==> src/sv/cct_pkg.sv <==
// ----------------------------------------------------------------------------
// Calendar clock package
// Shared types, limits and the month-length and leap-year helpers used by the
// calendar clock tick unit.
// ----------------------------------------------------------------------------
package cct_pkg;

    localparam int unsigned SEC_W   = 6;
    localparam int unsigned MIN_W   = 6;
    localparam int unsigned HOUR_W  = 5;
    localparam int unsigned DAY_W   = 5;
    localparam int unsigned MONTH_W = 4;
    localparam int unsigned YEAR_W  = 14;

    localparam logic [YEAR_W-1:0]  YEAR_MIN    = YEAR_W'(2000);
    localparam logic [YEAR_W-1:0]  YEAR_MAX    = YEAR_W'(9999);
    localparam logic [SEC_W-1:0]   SEC_LAST    = SEC_W'(59);
    localparam logic [MIN_W-1:0]   MIN_LAST    = MIN_W'(59);
    localparam logic [HOUR_W-1:0]  HOUR_LAST   = HOUR_W'(23);
    localparam logic [MONTH_W-1:0] MONTH_FIRST = MONTH_W'(1);
    localparam logic [MONTH_W-1:0] MONTH_FEB   = MONTH_W'(2);
    localparam logic [MONTH_W-1:0] MONTH_LAST  = MONTH_W'(12);
    localparam logic [DAY_W-1:0]   DAY_FIRST   = DAY_W'(1);
    localparam logic [DAY_W-1:0]   DAY_LEAP_FEB = DAY_W'(29);

    // Multiplicative inverse of 25 modulo 2^14 and the largest product that
    // a multiple of 25 can give: an exact divisibility test with one multiply.
    localparam logic [YEAR_W-1:0]  INV25       = YEAR_W'(7209);
    localparam logic [YEAR_W-1:0]  DIV25_LIMIT = YEAR_W'(16383 / 25);

    // Op codes of an input item
    localparam logic OP_TICK = 1'b0;
    localparam logic OP_LOAD = 1'b1;

    // One date and time
    typedef struct packed {
        logic [SEC_W-1:0]   second;
        logic [MIN_W-1:0]   minute;
        logic [HOUR_W-1:0]  hour;
        logic [DAY_W-1:0]   day;
        logic [MONTH_W-1:0] month;
        logic [YEAR_W-1:0]  year;
    } t_time;

    // Length of a month in a common year; month codes outside 1..12 give 31.
    function automatic logic [DAY_W-1:0] month_len(input logic [MONTH_W-1:0] mon);
        logic [DAY_W-1:0] len;
        case (mon)
            4'd2:                      len = DAY_W'(28);
            4'd4, 4'd6, 4'd9, 4'd11:   len = DAY_W'(30);
            default:                   len = DAY_W'(31);
        endcase
        return len;
    endfunction

    // Days in a month, given whether the year is a leap year.
    function automatic logic [DAY_W-1:0] days_in(input logic [MONTH_W-1:0] mon,
                                                 input logic leap);
        logic [DAY_W-1:0] len;
        if (mon == MONTH_FEB && leap) begin
            len = DAY_LEAP_FEB;
        end else begin
            len = month_len(mon);
        end
        return len;
    endfunction

    // Gregorian leap year: divisible by 4 and either not by 25 or also by 16.
    // Only the low 14 bits of the product matter for the divisibility test.
    function automatic logic is_leap(input logic [YEAR_W-1:0] y);
        logic [YEAR_W-1:0] prod;
        logic              div25;
        prod  = y * INV25;
        div25 = (prod <= DIV25_LIMIT);
        return (y[1:0] == 2'b00) && (!div25 || (y[3:0] == 4'b0000));
    endfunction

endpackage

==> src/sv/calendar_clock_tick_unit.sv <==
// ----------------------------------------------------------------------------
// Calendar clock tick unit
// Real-time clock and calendar: second, minute, hour, day, month and year,
// advanced one second per tick item or loaded with checked values.
// ----------------------------------------------------------------------------
// Usage:
// The input channel (i_valid / o_ready) carries one item per transfer: a
// one-second tick (i_op low) or a load of all six fields (i_op high). Loaded
// values out of range are replaced: month and day by 1, hour, minute and
// second by 0, and the year is held within 2000..9999. Each item yields one
// result on the output channel (o_valid / i_ready): the date and time after
// that item.
// Each result is registered in the output register, or in the skid register
// while the receiver stalls. Throughput is one item per cycle while o_ready
// is high, set by the single pass of compares and increments between the
// time registers and the output register; leap years use one 14-bit multiply.
// A skid register behind the output register lets one more item be taken
// while the receiver stalls; o_ready then drops until the skid register
// drains. Reset empties both and sets the clock to 00:00:00, 1 January 2000.
// ----------------------------------------------------------------------------
module calendar_clock_tick_unit
    import cct_pkg::*;
(
    input  logic               i_clk,
    input  logic               i_rst_n,
    // Item channel
    input  logic               i_valid,
    output logic               o_ready,
    input  logic               i_op,
    input  logic [MONTH_W-1:0] i_load_month,
    input  logic [DAY_W-1:0]   i_load_day,
    input  logic [YEAR_W-1:0]  i_load_year,
    input  logic [HOUR_W-1:0]  i_load_hour,
    input  logic [MIN_W-1:0]   i_load_minute,
    input  logic [SEC_W-1:0]   i_load_second,
    // Result channel
    output logic               o_valid,
    input  logic               i_ready,
    output logic [SEC_W-1:0]   o_cur_second,
    output logic [MIN_W-1:0]   o_cur_minute,
    output logic [HOUR_W-1:0]  o_cur_hour,
    output logic [DAY_W-1:0]   o_cur_day,
    output logic [MONTH_W-1:0] o_cur_month,
    output logic [YEAR_W-1:0]  o_cur_year
);

    // Time of day and date, plus the leap flag of the current year
    t_time r_time, n_time;
    logic  r_leap, n_leap;

    // Output register and skid register
    t_time r_out, r_skd;
    logic  r_out_valid, r_skd_valid;

    logic  in_xfer, out_xfer;

    // Load path signals
    logic [MONTH_W-1:0] ld_month;
    logic [YEAR_W-1:0]  ld_year;
    logic               ld_leap;
    logic [DAY_W-1:0]   ld_day;

    // Tick path signals
    logic               sec_wrap, min_wrap, hour_wrap, day_wrap, month_wrap;
    logic [YEAR_W-1:0]  year_inc;
    logic               year_step;

    assign o_ready  = !r_skd_valid;
    assign in_xfer  = i_valid && o_ready;
    assign out_xfer = r_out_valid && i_ready;

    // Load: check each field and replace what is out of range
    always_comb begin
        if (i_load_month < MONTH_FIRST || i_load_month > MONTH_LAST) begin
            ld_month = MONTH_FIRST;
        end else begin
            ld_month = i_load_month;
        end
        if (i_load_year < YEAR_MIN) begin
            ld_year = YEAR_MIN;
        end else if (i_load_year > YEAR_MAX) begin
            ld_year = YEAR_MAX;
        end else begin
            ld_year = i_load_year;
        end
        ld_leap = is_leap(ld_year);
        if (i_load_day == '0 || i_load_day > days_in(ld_month, ld_leap)) begin
            ld_day = DAY_FIRST;
        end else begin
            ld_day = i_load_day;
        end
    end

    // Tick: carry chain from seconds up to the year
    assign sec_wrap   = (r_time.second == SEC_LAST);
    assign min_wrap   = sec_wrap && (r_time.minute == MIN_LAST);
    assign hour_wrap  = min_wrap && (r_time.hour == HOUR_LAST);
    assign day_wrap   = hour_wrap && (r_time.day >= days_in(r_time.month, r_leap));
    assign month_wrap = day_wrap && (r_time.month >= MONTH_LAST);
    assign year_step  = month_wrap && (r_time.year < YEAR_MAX);
    assign year_inc   = r_time.year + YEAR_W'(1);

    // Next state for the item being transferred
    always_comb begin
        n_time = r_time;
        n_leap = r_leap;
        if (i_op == OP_LOAD) begin
            n_time.month  = ld_month;
            n_time.year   = ld_year;
            n_time.day    = ld_day;
            n_time.hour   = (i_load_hour <= HOUR_LAST)  ? i_load_hour   : '0;
            n_time.minute = (i_load_minute <= MIN_LAST) ? i_load_minute : '0;
            n_time.second = (i_load_second <= SEC_LAST) ? i_load_second : '0;
            n_leap        = ld_leap;
        end else begin
            n_time.second = sec_wrap ? '0 : r_time.second + SEC_W'(1);
            if (sec_wrap) begin
                n_time.minute = min_wrap ? '0 : r_time.minute + MIN_W'(1);
            end
            if (min_wrap) begin
                n_time.hour = hour_wrap ? '0 : r_time.hour + HOUR_W'(1);
            end
            if (hour_wrap) begin
                n_time.day = day_wrap ? DAY_FIRST : r_time.day + DAY_W'(1);
            end
            if (day_wrap) begin
                n_time.month = month_wrap ? MONTH_FIRST : r_time.month + MONTH_W'(1);
            end
            if (year_step) begin
                n_time.year = year_inc;
                n_leap      = is_leap(year_inc);
            end
        end
    end

    // Clock and calendar registers
    always_ff @(posedge i_clk) begin
        if (!i_rst_n) begin
            r_time.second <= '0;
            r_time.minute <= '0;
            r_time.hour   <= '0;
            r_time.day    <= DAY_FIRST;
            r_time.month  <= MONTH_FIRST;
            r_time.year   <= YEAR_MIN;
            r_leap        <= 1'b1;
        end else if (in_xfer) begin
            r_time <= n_time;
            r_leap <= n_leap;
        end
    end

    // Output and skid valid flags
    always_ff @(posedge i_clk) begin
        if (!i_rst_n) begin
            r_out_valid <= 1'b0;
            r_skd_valid <= 1'b0;
        end else begin
            if (r_skd_valid) begin
                if (out_xfer) begin
                    r_skd_valid <= 1'b0;
                end
            end else if (in_xfer) begin
                if (r_out_valid && !i_ready) begin
                    r_skd_valid <= 1'b1;
                end else begin
                    r_out_valid <= 1'b1;
                end
            end else if (out_xfer) begin
                r_out_valid <= 1'b0;
            end
        end
    end

    // Output and skid payload
    always_ff @(posedge i_clk) begin
        if (r_skd_valid) begin
            if (out_xfer) begin
                r_out <= r_skd;
            end
        end else if (in_xfer) begin
            if (r_out_valid && !i_ready) begin
                r_skd <= n_time;
            end else begin
                r_out <= n_time;
            end
        end
    end

    assign o_valid      = r_out_valid;
    assign o_cur_second = r_out.second;
    assign o_cur_minute = r_out.minute;
    assign o_cur_hour   = r_out.hour;
    assign o_cur_day    = r_out.day;
    assign o_cur_month  = r_out.month;
    assign o_cur_year   = r_out.year;

    // The skid register only fills behind a full output register.
    a_skid_behind_out: assert property (@(posedge i_clk) disable iff (!i_rst_n)
        r_skd_valid |-> r_out_valid)
        else $error("skid register full while output register empty");

    // Every result holds a valid time of day.
    a_time_range: assert property (@(posedge i_clk) disable iff (!i_rst_n)
        o_valid |-> (o_cur_second <= SEC_LAST && o_cur_minute <= MIN_LAST &&
                     o_cur_hour <= HOUR_LAST))
        else $error("time of day out of range");

    // Every result holds a valid date.
    a_date_range: assert property (@(posedge i_clk) disable iff (!i_rst_n)
        o_valid |-> (o_cur_month >= MONTH_FIRST && o_cur_month <= MONTH_LAST &&
                     o_cur_day >= DAY_FIRST && o_cur_year >= YEAR_MIN &&
                     o_cur_year <= YEAR_MAX))
        else $error("date out of range");

    // A tick that does not wrap the seconds only bumps the seconds.
    a_tick_step: assert property (@(posedge i_clk) disable iff (!i_rst_n)
        (in_xfer && i_op == OP_TICK && !sec_wrap) |=>
            (r_time.second == $past(r_time.second) + SEC_W'(1) &&
             r_time.minute == $past(r_time.minute)))
        else $error("tick without carry changed more than the seconds");

endmodule
==> config.mk <==
export PLATFORM = sky130hd
export DESIGN_NAME = calendar_clock_tick_unit
export DESIGN_NICKNAME = d
export VERILOG_FILES = /design/src/sv/cct_pkg.sv /design/src/sv/calendar_clock_tick_unit.sv
export SDC_FILE = /design/constraint.sdc
export NUM_CORES = 1
export LEC_CHECK = 0
export BUFFER_PORTS_ARGS = -buffer_cell sky130_fd_sc_hd__buf_2
export CELL_PAD_IN_SITES_DETAIL_PLACEMENT = 0
export CELL_PAD_IN_SITES_GLOBAL_PLACEMENT = 1
export CORE_MARGIN = 2
export CORE_UTILIZATION = 47
export DETAILED_ROUTE_END_ITERATION = 7
export PLACE_DENSITY = 0.8
export REMOVE_ABC_BUFFERS = 1
export SLEW_MARGIN = 0
export SYNTH_ARGS = -nofsm -noshare
export SYNTH_HDL_FRONTEND = slang
export SYNTH_SLANG_ARGS = --single-unit
==> constraint.sdc <==
create_clock -name i_clk -period 9.8 [get_ports i_clk]
set_clock_uncertainty 0.15 [all_clocks]
set_input_delay 0.98 -clock i_clk [delete_from_list [all_inputs] [get_ports i_clk]]
set_output_delay 0.98 -clock i_clk [all_outputs]
set_load 0.05 [all_outputs]
---- Word level (Yosys, flattened, before mapping) ----
Cells that the tools add are included.
cells by class
  reductions and logical operators ........ 34
  multipliers ............................. 2
  magnitude comparators ................... 13
  multiplexer cells ....................... 35
  $add $sub $neg .......................... 6
  bitwise gates (word level) .............. 1
  equality and inequality tests ........... 16
operators by type and width
  operator                count
  $mux 40                 5
  $mux 14                 3
  $mux 5                  6
  $mux 6                  5
  $le 14x10->1 const B    2
  $mul 14x13->14 const B  2
  $eq 4x3->1 const B      4
  $eq 4x4->1 const B      4
  $add 14x1->14 const B   1
  $gt 14x14->1 const B    1
  $lt 14x11->1 const B    1
  $lt 14x14->1 const B    1
  $add 6x1->6 const B     2
  $eq 6x6->1 const B      2
  $le 6x6->1 const B      2
  $logic_and 1x1->1       12
  $mux 4                  3
  $add 5x1->5 const B     2
  $mux 1                  9
  $reduce_and 3->1        3
  $eq 4x2->1 const B      2
  $logic_not 4->1         2
  $pmux 2 s2              2
  $reduce_or 4->1         2
  18 further kinds        29
storage, ports and cells
  logic and storage cells ................. 128
  flip-flop bits (word level) ............. 123
  output and inout port bits .............. 42
  input port bits ......................... 45

---- Logic depth before layout (Yosys ltp) ----
  word-level depth ........................ 17
  mapped depth ............................ 30

---- Worst setup path after synthesis ----
No wires, ideal clock.
  path type ............................... input-to-reg
  from .................................... input port i_load_year[9]
  to ...................................... register r_out, in the netlist o_cur_day[1] (data pin)
  setup time .............................. 0.260 ns
  cell stages on the path ................. 28
  data arrival time ....................... 6.801 ns
  path slack .............................. 2.590 ns
  path through ............................ nand3_1 o21ai_0 nand2_1 nand2_1 inv_1 fa_1 inv_1 ha_1 ha_1 inv_1 fa_1 fa_1 inv_1 ha_1 nor2b_1 a21oi_1 mux2i_1 a211o_1 a211o_1 o21ai_0 a21oi_1 o31a_1 ha_1 nand2_1 nand4_1 o21ai_0 o22ai_1 mux2_2
RTL lines
  item                  line                             RTL
  from (decl)           calendar_clock_tick_unit.sv:32   input logic [YEAR_W-1:0] i_load_year,
  to (signal assigned)  calendar_clock_tick_unit.sv:178  r_out <= r_skd;
  to (signal assigned)  calendar_clock_tick_unit.sv:184  r_out <= n_time;
  to (decl)             calendar_clock_tick_unit.sv:52   t_time r_out, r_skd;

==> results_tabular.tex <==
\begin{tabular}{lr}
\hline
Metric & Value \\
\hline
\multicolumn{2}{l}{\textbf{Clocking}} \\
\quad Total of hold buffers inserted after clock tree synthesis & 0 \\
\quad Worst-skew pair later-pin latency & 0.42 ns \\
\quad Buffers inserted during post-CTS setup optimization & 0 \\
\quad CTS tree & done \\
\quad CTS sink count & 123 \\
\quad Buffers from clock root to sink, at most & 2 \\
\quad Post-CTS sizing & 0 \\
\quad H-Tree Depth & 4 \\
\quad Number of buffers created by CTS & 17 \\
\quad CTS root buffer & clkbuf\_16 \\
\quad Clock slew seen by the registers of the worst setup and hold paths & 0.05 ns \\
\multicolumn{2}{l}{\textbf{Job}} \\
\quad Count of max-cap constraint violations & 0 \\
\multicolumn{2}{l}{\textbf{Power}} \\
\quad Maximum ir drop on the vdd rail & 117 uV \\
\quad Part of the total power dissipated in the clock network & 31.1\% \\
\quad Net switching power figure & 0.657 mW \\
\quad Part of the total power dissipated in sequential elements & 32.6\% \\
\quad Fraction of power consumed by combinational cells & 36.3\% \\
\quad PwrDens & 192 mW/mm\^{}2 \\
\quad Cell-internal power & 1.25 mW \\
\quad Static power due to leakage & 4.21 nW \\
\quad Switching fraction of total power & 34.4\% \\
\quad Total power & 1.91 mW \\
\multicolumn{2}{l}{\textbf{Critical path}} \\
\quad Setup slack on the worst flop-to-flop path & 4.16 ns \\
\quad Slowest cell on crit path & fa\_1 \\
\quad Gate family responsible for the most delay along the worst path & adder cells \\
\quad CP Launch Type & input pin \\
\quad CP max stage delay & 0.54 ns \\
\quad Critical path type & input pin to flip-flop \\
\quad Arrival time of data at the critical path endpoint & 7.88 ns \\
\quad CP required & 9.81 ns \\
\quad Instance count on the critical path & 29 \\
\quad Depth of the most critical reg-to-reg path & 18 \\
\quad Worst-path maximum fanout & 9 \\
\quad Combined buffer and inverter count along the critical path & 5 \\
\quad Endpoint kind of the worst setup timing path & flip-flop \\
\multicolumn{2}{l}{\textbf{Floorplan}} \\
\quad CORE AREA & 0.0185 mm\^{}2 \\
\quad Die H & 141 um \\
\quad FP Rows & 50 \\
\quad Boundary pin count & 87 \\
\quad Full die area & 0.0198 mm\^{}2 \\
\quad DIE WIDTH & 141 um \\
\quad Effective utilization at floorplan & 47.5\% \\
\multicolumn{2}{l}{\textbf{Routing}} \\
\quad Via density & 5.37 \\
\quad Routed wire length & 20.7 mm \\
\quad Number of DRC markers in iteration 0 & 378 \\
\quad Wire length per cell & 16.7 um \\
\quad Count of antenna-violating nets left after detailed routing & 0 \\
\quad Via count & 6672 \\
\quad Detailed-routing iteration count for the pre-antenna-repair pass & 5 \\
\quad Remaining routing DRC violations & 0 \\
\multicolumn{2}{l}{\textbf{Global routing}} \\
\quad Global-route congestion overflow total & 0 \\
\quad First-pass GRT wire length & 33.8 mm \\
\quad GRT Resource Usage Total & 21.6\% \\
\quad Pin count of the biggest net entering global routing & 55 \\
\quad Number of antenna violations at the first check in global routing & 0 \\
\quad Vias in the first global route & 6458 \\
\multicolumn{2}{l}{\textbf{Run status}} \\
\quad Run status & finished clean \\
\multicolumn{2}{l}{\textbf{Logic synthesis}} \\
\quad Proportion of synthesized chip area in sequential cells & 37.1\% \\
\quad Count of cell types in the netlist & 67 \\
\quad Share of synthesized flip-flops with an asynchronous set or reset & 0\% \\
\quad Total standard cell area after synthesis & 0.00879 mm\^{}2 \\
\quad Yosys warns & 0 \\
\quad Predominant post-synthesis flop cell & edfxtp\_1 \\
\quad EDFF count, synth & 80 \\
\quad Average instance area after synthesis & 9.47 um\^{}2 \\
\quad Number of instances in the synthesized netlist & 928 \\
\quad Synth Register Bits & 123 \\
\multicolumn{2}{l}{\textbf{STA}} \\
\quad Final Worst Setup Slack & 1.94 ns \\
\quad Rel. slew slack & 29.8\% \\
\quad Final clock period utilization by the worst path & 80.2\% \\
\quad Number of setup violations in the final report & 0 \\
\quad Final Max Tran Viols & 0 \\
\quad Setup TNS after final layout & 0 ns \\
\quad Least-Margin Pin Slew & 1.05 ns \\
\quad Number of endpoints with negative hold slack in the final report & 0 \\
\quad Maximum frequency from static timing analysis & 0.127 GHz \\
\quad Worst Hold Slack & 0.369 ns \\
\quad Time the final worst path needs with I/O delays and setup & 7.86 ns \\
\quad Setup repair after global routing missed its margin & false \\
\multicolumn{2}{l}{\textbf{Final layout}} \\
\quad Number of antenna diodes & 0 \\
\quad Area added between synthesis and finish & 13.2\% \\
\quad Leading cell types in the layout, fill and taps excluded & 98 x inv\_1, 89 x ha\_1, 86 x buf\_2, 81 x nand2\_1, 80 x edfxtp\_1 \\
\quad Layout cells sized above 1 & 16.3\% \\
\quad Most common cell after layout, fill and taps aside & inv\_1 \\
\quad Number of nets in the final layout & 1151 \\
\multicolumn{2}{l}{\textbf{Place}} \\
\quad Final estimated routing congestion in global placement & 0.887 \\
\quad HPWL after detailed placement & 15.0 mm \\
\quad Total of buffers placed on input and output ports & 86 \\
\quad Worst Setup Slack post-DPL & 1.65 ns \\
\multicolumn{2}{l}{\textbf{Hold path}} \\
\quad Hold Path Stages & 2 \\
\quad Tightest Hold Check Type & flip-flop to flip-flop \\
\hline
\end{tabular}
[routing by layer]
metal,global-route usage (%),part of all wire (%)
met5,0,0
met4,5.11,0.72
met3,3.70,3.8
met2,34.9,47
met1,30.6,49
[synthesized netlist by cell type, drive strengths merged, types with 21 or more instances]
library cell,instances,area share [%]
fa,21,4.8
edfxtp,80,27
xor2,24,2.4
nor3,30,1.8
a21oi,44,2.5
clkbuf,30,1.3
ha,89,13
dfxtp,43,9.8
inv,99,4.2
xnor2,43,4.3
nor2,78,3.4
o21ai,59,3.4
nand2,82,3.5
mux2,34,4.4
[registers in the layout (all words and copies together) (netlist names), 4 cells and up]
register	flops
r_time	40
o_cur_year	14
o_cur_minute	6
o_cur_hour	5
r_skd	40
o_cur_month	4
o_cur_second	6
o_cur_day	5
[layout make-up]
| cell class | instances | area, um^2 |
|---|---|---|
| Clock buffer | 25 | 485 |
| Clock inverter | 7 | 68.8 |
| Fill cell | 1697 | 8560 |
| Inverter | 99 | 372 |
| Multi-Input combinational cell | 662 | 4990 |
| Sequential cell | 123 | 3260 |
| Tap cell | 234 | 293 |
| Timing Repair Buffer | 93 | 483 |
[path summary, 6_finish.rpt]
path,from,end
hold reg to reg,r_skd[13]$_DFFE_PP_,o_cur_year[13]$_DFFE_PP_
hold / removal,r_skd[13]$_DFFE_PP_,o_cur_year[13]$_DFFE_PP_
setup reg to reg,r_time[0]$_SDFFE_PN0P_,r_leap$_SDFFE_PN1P_
setup / recovery,i_load_year[10],o_cur_day[1]$_DFFE_PP_
[cell families (layout without fill, tap and decap cells)]
family / count (synthesis) / in the layout / share of synthesized area, %
multiplexers: 41 / 41 / 5.15
buffers and inverters: 143 / 224 / 6.29
AO/OA/AOI/OAI: 179 / 179 / 12.6
XOR/XNOR: 68 / 68 / 6.93
adder cells (fa/ha/maj): 110 / 110 / 17.5
flip-flops: 123 / 123 / 37.1
AND/OR/NAND/NOR: 264 / 264 / 14.4
[stage by stage]
step                      cells  cell area (um^2)  utilization (%)
after floorplan             884              8610                -
after global placement     1211              9400             50.8
after detailed placement   1211              9400             50.8
after CTS                  1243              9950             53.8
after global routing       1243              9950             53.8
final                      1243              9950             53.8
[power by group through the flow]
| stage | registers (mW) | clock network [mW] | logic [mW] |
|---|---|---|---|
| 2_1_floorplan | 0.685 | 0 | 0.481 |
| 3_3_place_gp | 0.631 | 0 | 0.685 |
| 3_5_place_dp | 0.631 | 0 | 0.693 |
| 4_1_cts | 0.621 | 0.600 | 0.698 |
| 5_1_grt | 0.626 | 0.625 | 0.787 |
| 6_report | 0.621 | 0.593 | 0.693 |
[worst min-delay path, delay by kind of cell, from the launching register on]
family,cells,cell delay [ns]
and+or+nand+nor,1,0.04
DFF,1,0.31
AOI/OAI and AO/OA,1,0.05
No activity file was read; power rests on OpenSTA's default activity.
